## src/bale_pkg.sv

```systemverilog
// Shared constants, codes and types of the bounded array list engine.
`default_nettype none

package bale_pkg;

	// List geometry.
	localparam int CAPACITY = 64;
	localparam int ADDR_W   = $clog2(CAPACITY);

	// Field widths of a transaction.
	localparam int ACTION_W = 4;
	localparam int COUNT_W  = 7;
	localparam int WORD_W   = 32;
	localparam int STATUS_W = 2;

	// Action codes.
	localparam logic [ACTION_W-1:0] ACT_PUSH_BACK  = 4'd0;
	localparam logic [ACTION_W-1:0] ACT_PUSH_FRONT = 4'd1;
	localparam logic [ACTION_W-1:0] ACT_POP_BACK   = 4'd2;
	localparam logic [ACTION_W-1:0] ACT_POP_FRONT  = 4'd3;
	localparam logic [ACTION_W-1:0] ACT_INSERT     = 4'd4;
	localparam logic [ACTION_W-1:0] ACT_ERASE      = 4'd5;
	localparam logic [ACTION_W-1:0] ACT_READ       = 4'd6;
	localparam logic [ACTION_W-1:0] ACT_WRITE      = 4'd7;
	localparam logic [ACTION_W-1:0] ACT_CLEAR      = 4'd8;
	localparam logic [ACTION_W-1:0] ACT_RESIZE     = 4'd9;

	// Status codes.
	localparam logic [STATUS_W-1:0] ST_DONE  = 2'd0;
	localparam logic [STATUS_W-1:0] ST_FULL  = 2'd1;
	localparam logic [STATUS_W-1:0] ST_RANGE = 2'd2;

	// Port request from the sequencer to the element memory.
	typedef struct packed {
		logic              we;
		logic [ADDR_W-1:0] waddr;
		logic [WORD_W-1:0] wdata;
		logic [ADDR_W-1:0] raddr;
	} ram_req_t;

	// Finished result handed from the sequencer to the output register.
	typedef struct packed {
		logic                load;
		logic [WORD_W-1:0]   read_word;
		logic [COUNT_W-1:0]  count;
		logic [STATUS_W-1:0] status;
	} res_t;

endpackage

`default_nettype wire

```

## src/bale_ram.sv

```systemverilog
// Generic single-write, single-read memory with a registered read port.
`default_nettype none

module bale_ram #(
	parameter int WIDTH = 32,
	parameter int DEPTH = 64
) (
	input  wire logic                     clk,
	input  wire logic                     we,
	input  wire logic [$clog2(DEPTH)-1:0] waddr,
	input  wire logic [WIDTH-1:0]         wdata,
	input  wire logic [$clog2(DEPTH)-1:0] raddr,
	output logic      [WIDTH-1:0]         rdata
);

	logic [WIDTH-1:0] mem_q [DEPTH];
	logic [WIDTH-1:0] rdata_q;

	// Write port and registered read port.
	always_ff @(posedge clk) begin
		if (we) begin
			mem_q[waddr] <= wdata;
		end
		rdata_q <= mem_q[raddr];
	end

	assign rdata = rdata_q;

endmodule

`default_nettype wire

```

## src/bale_ctrl.sv

```systemverilog
// Sequencer of the list engine: decodes a transaction and moves elements one per cycle.
`default_nettype none

module bale_ctrl import bale_pkg::*; (
	input  wire logic                clk,
	input  wire logic                arst_n,
	input  wire logic                in_valid,
	output logic                     in_stall,
	input  wire logic [ACTION_W-1:0] action,
	input  wire logic [COUNT_W-1:0]  position,
	input  wire logic [WORD_W-1:0]   word,
	input  wire logic                out_free,
	input  wire logic [WORD_W-1:0]   ram_rdata,
	output ram_req_t                 ram_req,
	output res_t                     res
);

	// Sequencer states.
	localparam logic [2:0] S_IDLE   = 3'd0;
	localparam logic [2:0] S_MOVE   = 3'd1;
	localparam logic [2:0] S_DRAIN  = 3'd2;
	localparam logic [2:0] S_TAIL   = 3'd3;
	localparam logic [2:0] S_FILL   = 3'd4;
	localparam logic [2:0] S_READ   = 3'd5;
	localparam logic [2:0] S_FINISH = 3'd6;

	logic [2:0]          state_q, state_d;
	logic [COUNT_W-1:0]  count_q, count_d;
	logic [ADDR_W-1:0]   cur_q, cur_d;
	logic [ADDR_W-1:0]   last_q, last_d;
	logic                dir_up_q, dir_up_d;
	logic                tail_q, tail_d;
	logic [ADDR_W-1:0]   tail_addr_q, tail_addr_d;
	logic                pend_q, pend_d;
	logic [ADDR_W-1:0]   pend_addr_q, pend_addr_d;
	logic [WORD_W-1:0]   word_q, word_d;
	logic [STATUS_W-1:0] status_q, status_d;
	logic [WORD_W-1:0]   rd_q, rd_d;

	logic                accept;
	logic                now_done;
	logic                full;
	logic [COUNT_W-1:0]  cnt_m1;
	logic [COUNT_W-1:0]  pos_m1;
	logic [COUNT_W-1:0]  ins_pos;
	logic [COUNT_W-1:0]  era_pos;
	logic [COUNT_W-1:0]  era_p1;

	assign in_stall = (state_q != S_IDLE) || !out_free;
	assign accept   = in_valid && !in_stall;
	assign full     = (count_q == COUNT_W'(CAPACITY));
	assign cnt_m1   = count_q - COUNT_W'(1);
	assign pos_m1   = position - COUNT_W'(1);

	// Push front is an insert at the head, pop front an erase at the head.
	assign ins_pos = (action == ACT_PUSH_FRONT) ? '0 : position;
	assign era_pos = (action == ACT_POP_FRONT) ? '0 : position;
	assign era_p1  = era_pos + COUNT_W'(1);

	// Decode, element moves and result hand-off.
	always_comb begin
		state_d     = state_q;
		count_d     = count_q;
		cur_d       = cur_q;
		last_d      = last_q;
		dir_up_d    = dir_up_q;
		tail_d      = tail_q;
		tail_addr_d = tail_addr_q;
		pend_d      = pend_q;
		pend_addr_d = pend_addr_q;
		word_d      = word_q;
		status_d    = status_q;
		rd_d        = rd_q;
		now_done    = 1'b0;
		ram_req     = '0;
		ram_req.raddr = cur_q;
		res         = '0;

		unique case (state_q)
			S_IDLE: begin
				ram_req.raddr = position[ADDR_W-1:0];
				if (accept) begin
					status_d = ST_DONE;
					rd_d     = '0;
					word_d   = word;
					unique case (action)
						ACT_PUSH_BACK: begin
							now_done = 1'b1;
							if (full) begin
								status_d = ST_FULL;
							end else begin
								ram_req.we    = 1'b1;
								ram_req.waddr = count_q[ADDR_W-1:0];
								ram_req.wdata = word;
								count_d       = count_q + COUNT_W'(1);
							end
						end
						ACT_PUSH_FRONT, ACT_INSERT: begin
							if (ins_pos > count_q) begin
								status_d = ST_RANGE;
								now_done = 1'b1;
							end else if (full) begin
								status_d = ST_FULL;
								now_done = 1'b1;
							end else begin
								count_d = count_q + COUNT_W'(1);
								if (ins_pos == count_q) begin
									ram_req.we    = 1'b1;
									ram_req.waddr = ins_pos[ADDR_W-1:0];
									ram_req.wdata = word;
									now_done      = 1'b1;
								end else begin
									cur_d       = cnt_m1[ADDR_W-1:0];
									last_d      = ins_pos[ADDR_W-1:0];
									dir_up_d    = 1'b1;
									tail_d      = 1'b1;
									tail_addr_d = ins_pos[ADDR_W-1:0];
									pend_d      = 1'b0;
									state_d     = S_MOVE;
								end
							end
						end
						ACT_POP_BACK: begin
							now_done = 1'b1;
							if (count_q == '0) begin
								status_d = ST_RANGE;
							end else begin
								count_d = cnt_m1;
							end
						end
						ACT_POP_FRONT, ACT_ERASE: begin
							if (era_pos >= count_q) begin
								status_d = ST_RANGE;
								now_done = 1'b1;
							end else begin
								count_d = cnt_m1;
								if (era_pos == cnt_m1) begin
									now_done = 1'b1;
								end else begin
									cur_d    = era_p1[ADDR_W-1:0];
									last_d   = cnt_m1[ADDR_W-1:0];
									dir_up_d = 1'b0;
									tail_d   = 1'b0;
									pend_d   = 1'b0;
									state_d  = S_MOVE;
								end
							end
						end
						ACT_READ: begin
							if (position >= count_q) begin
								status_d = ST_RANGE;
								now_done = 1'b1;
							end else begin
								state_d = S_READ;
							end
						end
						ACT_WRITE: begin
							now_done = 1'b1;
							if (position >= count_q) begin
								status_d = ST_RANGE;
							end else begin
								ram_req.we    = 1'b1;
								ram_req.waddr = position[ADDR_W-1:0];
								ram_req.wdata = word;
							end
						end
						ACT_CLEAR: begin
							now_done = 1'b1;
							count_d  = '0;
						end
						ACT_RESIZE: begin
							if (position > COUNT_W'(CAPACITY)) begin
								status_d = ST_RANGE;
								now_done = 1'b1;
							end else begin
								count_d = position;
								if (position > count_q) begin
									cur_d   = count_q[ADDR_W-1:0];
									last_d  = pos_m1[ADDR_W-1:0];
									state_d = S_FILL;
								end else begin
									now_done = 1'b1;
								end
							end
						end
						default: begin
							now_done = 1'b1;
						end
					endcase
				end
			end
			S_MOVE: begin
				// Read the next source while writing the previous one to its new place.
				ram_req.raddr = cur_q;
				ram_req.we    = pend_q;
				ram_req.waddr = pend_addr_q;
				ram_req.wdata = ram_rdata;
				pend_d        = 1'b1;
				pend_addr_d   = dir_up_q ? (cur_q + ADDR_W'(1)) : (cur_q - ADDR_W'(1));
				if (cur_q == last_q) begin
					state_d = S_DRAIN;
				end else begin
					cur_d = dir_up_q ? (cur_q - ADDR_W'(1)) : (cur_q + ADDR_W'(1));
				end
			end
			S_DRAIN: begin
				ram_req.we    = pend_q;
				ram_req.waddr = pend_addr_q;
				ram_req.wdata = ram_rdata;
				pend_d        = 1'b0;
				state_d       = tail_q ? S_TAIL : S_FINISH;
			end
			S_TAIL: begin
				ram_req.we    = 1'b1;
				ram_req.waddr = tail_addr_q;
				ram_req.wdata = word_q;
				state_d       = S_FINISH;
			end
			S_FILL: begin
				ram_req.we    = 1'b1;
				ram_req.waddr = cur_q;
				ram_req.wdata = word_q;
				if (cur_q == last_q) begin
					state_d = S_FINISH;
				end else begin
					cur_d = cur_q + ADDR_W'(1);
				end
			end
			S_READ: begin
				rd_d    = ram_rdata;
				state_d = S_FINISH;
			end
			S_FINISH: begin
				if (out_free) begin
					res.load      = 1'b1;
					res.status    = status_q;
					res.read_word = rd_q;
					state_d       = S_IDLE;
				end
			end
			default: begin
				state_d = S_IDLE;
			end
		endcase

		// Transactions that finish as they are accepted hand their result over at once.
		if (accept && now_done) begin
			res.load      = 1'b1;
			res.status    = status_d;
			res.read_word = '0;
		end
		res.count = count_d;
	end

	// Control state.
	always_ff @(posedge clk or negedge arst_n) begin
		if (!arst_n) begin
			state_q <= S_IDLE;
			count_q <= '0;
			pend_q  <= 1'b0;
		end else begin
			state_q <= state_d;
			count_q <= count_d;
			pend_q  <= pend_d;
		end
	end

	// Cursors and staged payload.
	always_ff @(posedge clk) begin
		cur_q       <= cur_d;
		last_q      <= last_d;
		dir_up_q    <= dir_up_d;
		tail_q      <= tail_d;
		tail_addr_q <= tail_addr_d;
		pend_addr_q <= pend_addr_d;
		word_q      <= word_d;
		status_q    <= status_d;
		rd_q        <= rd_d;
	end

endmodule

`default_nettype wire

```

## src/bounded_array_list_engine_core.sv

```systemverilog
// Top level of the bounded array list engine: sequencer, element memory and output register.
`default_nettype none

// A fixed-capacity ordered list of up to CAPACITY 32-bit words, kept in one
// memory with one write and one registered read port. Every transaction gives
// exactly one result. Push back, pop back, write, clear, resize that shrinks,
// an insert or push front that lands at the end of the list, an erase or pop
// front of the last element and rejected requests finish as they are
// accepted; a read passes through a read state and a finish state. Any other
// insert or push front shifts the elements from the position on, any other
// erase or pop front shifts the elements behind the position, and a growing
// resize fills the new elements, one element at a time through the single
// memory port, before the result is handed over. The input is stalled while a
// transaction is in progress, and while a finished result still waits in
// the output register with no room for the next one.
module bounded_array_list_engine_core import bale_pkg::*; (
	input  wire logic                clk,
	input  wire logic                arst_n,
	input  wire logic                in_valid,
	output logic                     in_stall,
	input  wire logic [ACTION_W-1:0] action,
	input  wire logic [COUNT_W-1:0]  position,
	input  wire logic [WORD_W-1:0]   word,
	output logic                     out_valid,
	input  wire logic                out_stall,
	output logic [WORD_W-1:0]        read_word,
	output logic [COUNT_W-1:0]       count,
	output logic                     is_empty,
	output logic                     is_full,
	output logic [STATUS_W-1:0]      status
);

	ram_req_t            ram_req;
	res_t                res;
	logic [WORD_W-1:0]   ram_rdata;
	logic                out_free;
	logic                out_valid_q;
	logic [WORD_W-1:0]   read_word_q;
	logic [COUNT_W-1:0]  count_q;
	logic                is_empty_q;
	logic                is_full_q;
	logic [STATUS_W-1:0] status_q;

	assign out_free = !out_valid_q || !out_stall;

	// Sequencer.
	bale_ctrl u_ctrl (
		.clk       (clk),
		.arst_n    (arst_n),
		.in_valid  (in_valid),
		.in_stall  (in_stall),
		.action    (action),
		.position  (position),
		.word      (word),
		.out_free  (out_free),
		.ram_rdata (ram_rdata),
		.ram_req   (ram_req),
		.res       (res)
	);

	// Element memory.
	bale_ram #(
		.WIDTH (WORD_W),
		.DEPTH (CAPACITY)
	) u_ram (
		.clk   (clk),
		.we    (ram_req.we),
		.waddr (ram_req.waddr),
		.wdata (ram_req.wdata),
		.raddr (ram_req.raddr),
		.rdata (ram_rdata)
	);

	// Output register valid.
	always_ff @(posedge clk or negedge arst_n) begin
		if (!arst_n) begin
			out_valid_q <= 1'b0;
		end else if (res.load) begin
			out_valid_q <= 1'b1;
		end else if (!out_stall) begin
			out_valid_q <= 1'b0;
		end
	end

	// Output register payload.
	always_ff @(posedge clk) begin
		if (res.load) begin
			read_word_q <= res.read_word;
			count_q     <= res.count;
			is_empty_q  <= (res.count == '0);
			is_full_q   <= (res.count == COUNT_W'(CAPACITY));
			status_q    <= res.status;
		end
	end

	assign out_valid = out_valid_q;
	assign read_word = read_word_q;
	assign count     = count_q;
	assign is_empty  = is_empty_q;
	assign is_full   = is_full_q;
	assign status    = status_q;

`ifndef SYNTHESIS
	// A result is only loaded when the output register has room for it.
	a_load_room: assert property (@(posedge clk) disable iff (!arst_n)
		res.load |-> (!out_valid_q || !out_stall))
		else $error("result loaded over a waiting transaction");

	// The count never exceeds the capacity.
	a_count_bound: assert property (@(posedge clk) disable iff (!arst_n)
		out_valid |-> (count <= COUNT_W'(CAPACITY)))
		else $error("count above capacity");

	// A rejected push leaves the list full.
	a_full_reject: assert property (@(posedge clk) disable iff (!arst_n)
		(out_valid && (status == ST_FULL)) |-> is_full)
		else $error("full status on a list that is not full");

	// Only a successful read returns a nonzero word.
	a_read_ok: assert property (@(posedge clk) disable iff (!arst_n)
		(out_valid && (read_word != '0)) |-> (status == ST_DONE))
		else $error("read word returned with a failing status");
`endif

endmodule

`default_nettype wire
```

## config.mk

```make
export PLATFORM = sky130hd
export DESIGN_NAME = bounded_array_list_engine_core
export DESIGN_NICKNAME = d
export VERILOG_FILES = /design/src/bale_pkg.sv /design/src/bale_ram.sv /design/src/bale_ctrl.sv /design/src/bounded_array_list_engine_core.sv
export SDC_FILE = /design/constraint.sdc
export NUM_CORES = 2
export LEC_CHECK = 0
export BUFFER_PORTS_ARGS = -buffer_cell sky130_fd_sc_hd__clkbuf_2
export CORE_AREA = 2 2 418 420
export CTS_CLUSTER_SIZE = 8
export DETAILED_ROUTE_END_ITERATION = 7
export DIE_AREA = 0 0 420 422
export GPL_TIMING_DRIVEN = 0
export HOLD_SLACK_MARGIN = 0.05
export PLACE_DENSITY = 0.63
export SETUP_SLACK_MARGIN = 0.05
export SYNTH_ARGS = -nofsm -noshare
export SYNTH_HDL_FRONTEND = slang
export SYNTH_HIERARCHICAL = 1
export SYNTH_SLANG_ARGS = --single-unit
```

## constraint.sdc

```tcl
create_clock -name clk -period 5.55 [get_ports clk]
set_clock_uncertainty 0.05 [all_clocks]
set_input_delay 1.665 -clock clk [delete_from_list [all_inputs] [get_ports clk]]
set_output_delay 1.665 -clock clk [all_outputs]
set_load 0.01 [all_outputs]
```

-- Yosys cells after proc, flatten, opt, wreduce, memory -nomap -nowiden
Memories as Yosys holds them, arrays and structs flattened. A register that Yosys moved wholly into a read port is not among the register bits.
Cells that the tools add are included.
- register bits after elaboration: 146
- bits in writable memories: 2048
- bits of input ports: 47
- output and inout port bits: 45
- logic and storage cells: 211
- memories kept: 1
- memories (name ; words ; width ; rd ports ; clocked after Yosys merged registers in ; write ports ; line ; RTL):
    u_ram.mem_q ; 64 ; 32 ; 1 ; 1 ; 1 ; bale_ram.sv:16 ; logic [WIDTH-1:0] mem_q [DEPTH];
- add/sub/neg operators: 6
- magnitude comparators: 5
- equality and inequality tests: 45
- mux-type cells: 100
- bitwise operators: 5
- reductions and logical operators: 32
- operator list (operator ; number):
    $mux 39 ; 6
    $pmux 39 s4 ; 1
    $mux 6 ; 20
    $pmux 39 s3 ; 1
    $mux 33 ; 3
    $pmux 32 s2 ; 1
    $mux 7 ; 9
    $pmux 6 s3 ; 3
    $pmux 7 s6 ; 1
    $mux 3 ; 13
    $mux 32 ; 1
    $mux 1 ; 24
    $ne 3x3->1 const B ; 8
    $mux 2 ; 10
    $pmux 3 s6 ; 1
    $eq 4x3->1 const B ; 4
    $ne 2x2->1 const B ; 8
    $reduce_and 8->1 ; 2
    $eq 7x7->1 ; 2
    $eq 7x7->1 const B ; 2
    $ge 7x7->1 ; 2
    $gt 7x7->1 ; 2
    $logic_not 7->1 ; 2
    $reduce_and 13->1 ; 1
    other kinds (35) ; 66

-- Depth between registers and ports, before layout
- word-level depth: 12
- gate-level depth with buffers: 18
- depth with buffers taken out: 14

-- By module
Netlist, hierarchy kept.
- by module, submodules not included (module ; times used ; cells an instance ; area each (µm²) ; seq. area each (µm²)):
    bale_ram ; 1 ; 3511 ; 79039.6 ; 62139.6
    bale_ctrl ; 1 ; 733 ; 7085.5 ; 2987.9
    bounded_array_list_engine_core ; 1 ; 49 ; 1358.8 ; 1316.3

-- Least setup slack after synthesis
Ideal clock, no wire load.
- path type: in2reg
- from: input action[2]
- to: memory u_ram.mem_q[28][0] (enable)
- setup time: 0.421 ns
- arrival time: 6.426 ns
- data required time: 5.079 ns
- setup slack: -1.347 ns
- stages on the path: 18
- path buffers: 4
- cells stage by stage: buf_2 -> buf_1 -> nor2_1 -> nand3_1 -> and2_1 -> ha_1 -> nand4_1 -> inv_1 -> nand4_1 -> nand3b_1 -> o21ai_1 -> a22oi_1 -> o221ai_1 -> clkbuf_1 -> or3b_2 -> or2_2 -> clkbuf_1 -> nor2_1
- RTL lines (element ; line ; RTL):
    from (decl) ; bounded_array_list_engine_core.sv:21 ; input wire logic [ACTION_W-1:0] action,
    to (decl) ; bale_ram.sv:16 ;

==> results_dict.tcl <==
set metrics [dict create \
    first_pass_iters 8 \
    cap_violations 0 \
    insertion_delay_ns 0.93 \
    synth_flop_cell "edfxtp_1" \
    fin_tns_setup_ns -0.0852 \
    rows 153 \
    grt_start_max_net_pins 65 \
    powerDensity_nw_per_um2 664 \
    synth_compound_area_frac 0.0460 \
    p_int_mw 43.1 \
    ant_nets 0 \
    worstMarginPinSlew_ns 1.31 \
    power_frac_seq 0.346 \
    area_delta_synth_final_pct 18.8 \
    grt.met2_usage 0.463 \
    vdd.ir_drop.worst_v 0.000421 \
    hp-class "flop to flop" \
    muxShareOfSynthArea 0.138 \
    drtIter0Drc 7340 \
    synth_top_family_by_area "multiplexers" \
    die_area_um2 177000 \
    regArea_um2 66400 \
    reg2reg_to "u_ram/rdata[23]$_DFF_P_" \
    grt_overflow 0 \
    netlist_area_um2 87500 \
    clockPowerShare 0.253 \
    busiest_layer "met2" \
    port_buffers 88 \
    drc 6 \
    outcome "complete, but fails checks" \
    worst_slack_ns -0.0852 \
    hpwlAfterDp_um 175000 \
    async_flop_share 0.00539 \
    synth_xor_area_frac 0.00336 \
    htreeDepth 5 \
    end_kind "flop" \
    setup_viol 1 \
    leakagePower_nw 34.3 \
    grt_pass1_vias 47700 \
    fillers 12200 \
    vias 48800 \
    die-height_um 422 \
    r2r_start "u_ctrl/state_q[0]$_DFFE_PN0P_" \
    whs_ns 0.406 \
    clock-sinks 2226 \
    pwr-share-comb 0.401 \
    min_from "u_ctrl/status_q[0]$_DFF_P_" \
    synth.distinct_cells 84 \
    use_met3 0.0809 \
    synth_fa_ha_area_frac 0.00429 \
    dieWidth_um 420 \
    swShare 0.374 \
    numCtsBuffers 329 \
    place.gp.congestion 0.896 \
    cts_hold_buf 0 \
    clock.fmax_ghz 0.177 \
    ys_ff_latch 2226 \
    report.final.hold_viol_count 0 \
    r2r_setup_slack_ns -0.09 \
    multiInputGateArea_um2 20100 \
    fin_area_um2 104000 \
    final_period_minus_worst_setup_slack_ns 5.64 \
    wl_per_cell_um 36.6 \
    finalNetCount 5022 \
    antenna_found_initial 24 \
    hold_end "u_ctrl/status_q[0]$_DFF_P_" \
    rsz0062_at_grt "yes" \
    wl_um 269000 \
    yosysWarnings 6 \
    syn-num-nets 4370 \
    boundaryPins 92 \
    netlist_instances 4293 \
    synthSimpleGateAreaFrac 0.0293 \
    arrival_ns 6.31 \
    core_region_area_um2 173000 \
    seq_area_frac_synth 0.759 \
    grt_util_met1 0.415 \
    cts.clk_slew.worst_paths_ns 0.05 \
    violations "DRC, setup timing" \
    dpl-instance-area_um2 93400 \
    criticalPathCategory "flop to flop" \
    maxSlewViolCount 0 \
    avgViaCountPerCell 6.64 \
    rr_worst_depth 10 \
    grt_pass1_wl_um 371000 \
    initial_core_util 0.506 \
    root_buffer "clkbuf_16" \
    maxSlewHeadroom 0.129 \
    cp.required_ns 6.22 \
    synth_enable_flop_cells 2180 \
    drive_above_1_share 0.284 \
    cts.path.max_buffers 4 \
    hold_depth 1 \
    fin_util 0.601 \
    synth_area_per_cell_um2 20.4 \
    finalCritPeriodShare 1.02 \
    grt_usage 0.304 \
    start_kind "flop" \
    critical_path.max_fanout 10 \
    cts_tree "done" \
    p_switching_mw 25.8 \
]
==> cells in the final DEF (no fill, tap or decap), types with 50 or more instances in the layout <==
cell type	synthesis	layout
edfxtp_1	2180	2180
mux4_2	446	446
clkbuf_16	0	339
mux2i_1	193	193
clkbuf_1	112	151
a22oi_1	142	142
buf_12	3	132
buf_4	28	125
clkbuf_2	1	104
nor2_4	0	85
nand2_1	83	81
buf_2	65	63
o21ai_0	63	62
nand3_1	65	61
a21oi_1	59	59
nor2_1	135	55
o22ai_1	50	50
==> layout make-up <==
class	count	area share
Sequential cell	2226	0.640
Multi-Input combinational cell	1763	0.194
Clock buffer	397	0.0834
Timing Repair Buffer	318	0.0371
Tap cell	2325	0.0280
Buffer	255	0.0150
Inverter	52	0.00189
Clock inverter	8	0.000963
Antenna cell	8	0.000193
==> per-stage QoR <==
step	std cells	setup slack [ns]	power [mW]
2_1_floorplan	4293	-0.186	39.0
3_3_place_gp	6706	-3.81	49.7
3_5_place_dp	6797	-2.15	50.8
4_1_cts	7311	-0.254	68.4
5_1_grt	7344	-0.0525	70.7
6_report	7352	-0.0852	68.9
==> critical path, stage by stage, from the launching register on <==
cell and delay, ns:
dfrtp_1 0.35, clkbuf_1 0.25, nor3_2 0.33, clkbuf_1 0.52, mux2_2 0.47, buf_2 0.48
and2_1 0.20, clkbuf_1 0.67, clkbuf_1 0.83, a22oi_1 0.31, a311oi_1 0.96
==> power groups by stage <==
stage,clock network (mW),registers (mW),logic [mW]
floorplan,0,24.2,14.8
global placement,0,24.6,25.1
detailed placement,0,24.1,26.6
CTS,17.6,23.8,27.0
global route,18.3,23.9,28.5
finish,17.4,23.8,27.7
==> flip-flops by register name, indices dropped and copies added, names as in the netlist <==
register,flops
u_ram/mem_q,2048
read_word,32
u_ctrl/rd_q,32
u_ctrl/word_q,32
u_ram/rdata,32
count,7
u_ctrl/count_q,7
u_ctrl/cur_q,6
u_ctrl/last_q,6
u_ctrl/pend_addr_q,6
u_ctrl/tail_addr_q,6
u_ctrl/state_q,3
status,2
u_ctrl/status_q,2
is_empty,1
is_full,1
out_valid,1
u_ctrl/pend_q,1
u_ctrl/tail_q,1
==> repair_timing <==
action,4_1_cts,5_1_grt
hold endpoints to repair,0,0
resized for setup,27,24
gates cloned,5,1
setup buffers,105,32
pin swaps,66,13
setup endpoints to repair,2064,1882
==> metal layers <==
metal  up-vias  wire length [um]
li1      19200                 -
met5         -               100
met1     25600             99300
met3       654             32700
met4        16             13300
met2      3287            124000
==> cell usage after synthesis (13+ instances only) <==
cell / count / area, um2
nor3_1: 18 / 90.1
nor2b_1: 24 / 150
ha_1: 30 / 375
edfxtp_1: 2180 / 65500
o21ai_0: 63 / 315
a211o_1: 13 / 114
a222oi_1: 32 / 320
nand2b_1: 20 / 125
and3_1: 44 / 275
a21oi_1: 59 / 295
nand3_1: 65 / 325
a211oi_1: 23 / 173
xnor2_1: 17 / 149
o221ai_1: 25 / 219
and2_1: 47 / 294
o211ai_1: 16 / 120
buf_2: 65 / 325
a31oi_1: 25 / 156
clkbuf_1: 112 / 420
o22ai_1: 50 / 313
xor2_1: 14 / 123
dfxtp_1: 34 / 681
a22oi_1: 142 / 1070
mux4_2: 446 / 10000
inv_1: 49 / 184
nor2_1: 135 / 507
buf_6: 32 / 360
nand2_1: 83 / 312
mux2i_1: 193 / 1930
buf_4: 28 / 210
==> how the worst max path moves through the flow <==
stage                                        startpoint                           end  slack, ns  depth (start not counted)
after floorplan                               action[2]  u_ram/mem_q[22][0]$_DFFE_PP_      -0.19                         17
after global placement                      position[3]  u_ram/mem_q[14][5]$_DFFE_PP_      -3.81                         12
after detailed placement                    position[3]  u_ram/mem_q[36][2]$_DFFE_PP_      -2.15                         15
after CTS                                     action[1]  u_ram/mem_q[57][0]$_DFFE_PP_      -0.25                         17
after global routing                          action[1]   u_ram/mem_q[0][8]$_DFFE_PP_      -0.05                         19
final                     u_ctrl/state_q[0]$_DFFE_PN0P_       u_ram/rdata[23]$_DFF_P_      -0.09                         10
==> kinds of logic (layout without fill, tap and decap cells) <==
| group | Yosys count | in the layout |
|---|---|---|
| AOI/OAI and AO/OA | 550 | 550 |
| buffers and inverters | 309 | 1030 |
| adders and majority gates | 30 | 30 |
| other | 0 | 8 |
| muxes | 649 | 649 |
| xor gates and xnor gates | 32 | 32 |
| and+or+nand+nor | 497 | 502 |
| DFF | 2226 | 2226 |
No activity file was read; power rests on OpenSTA's default activity.
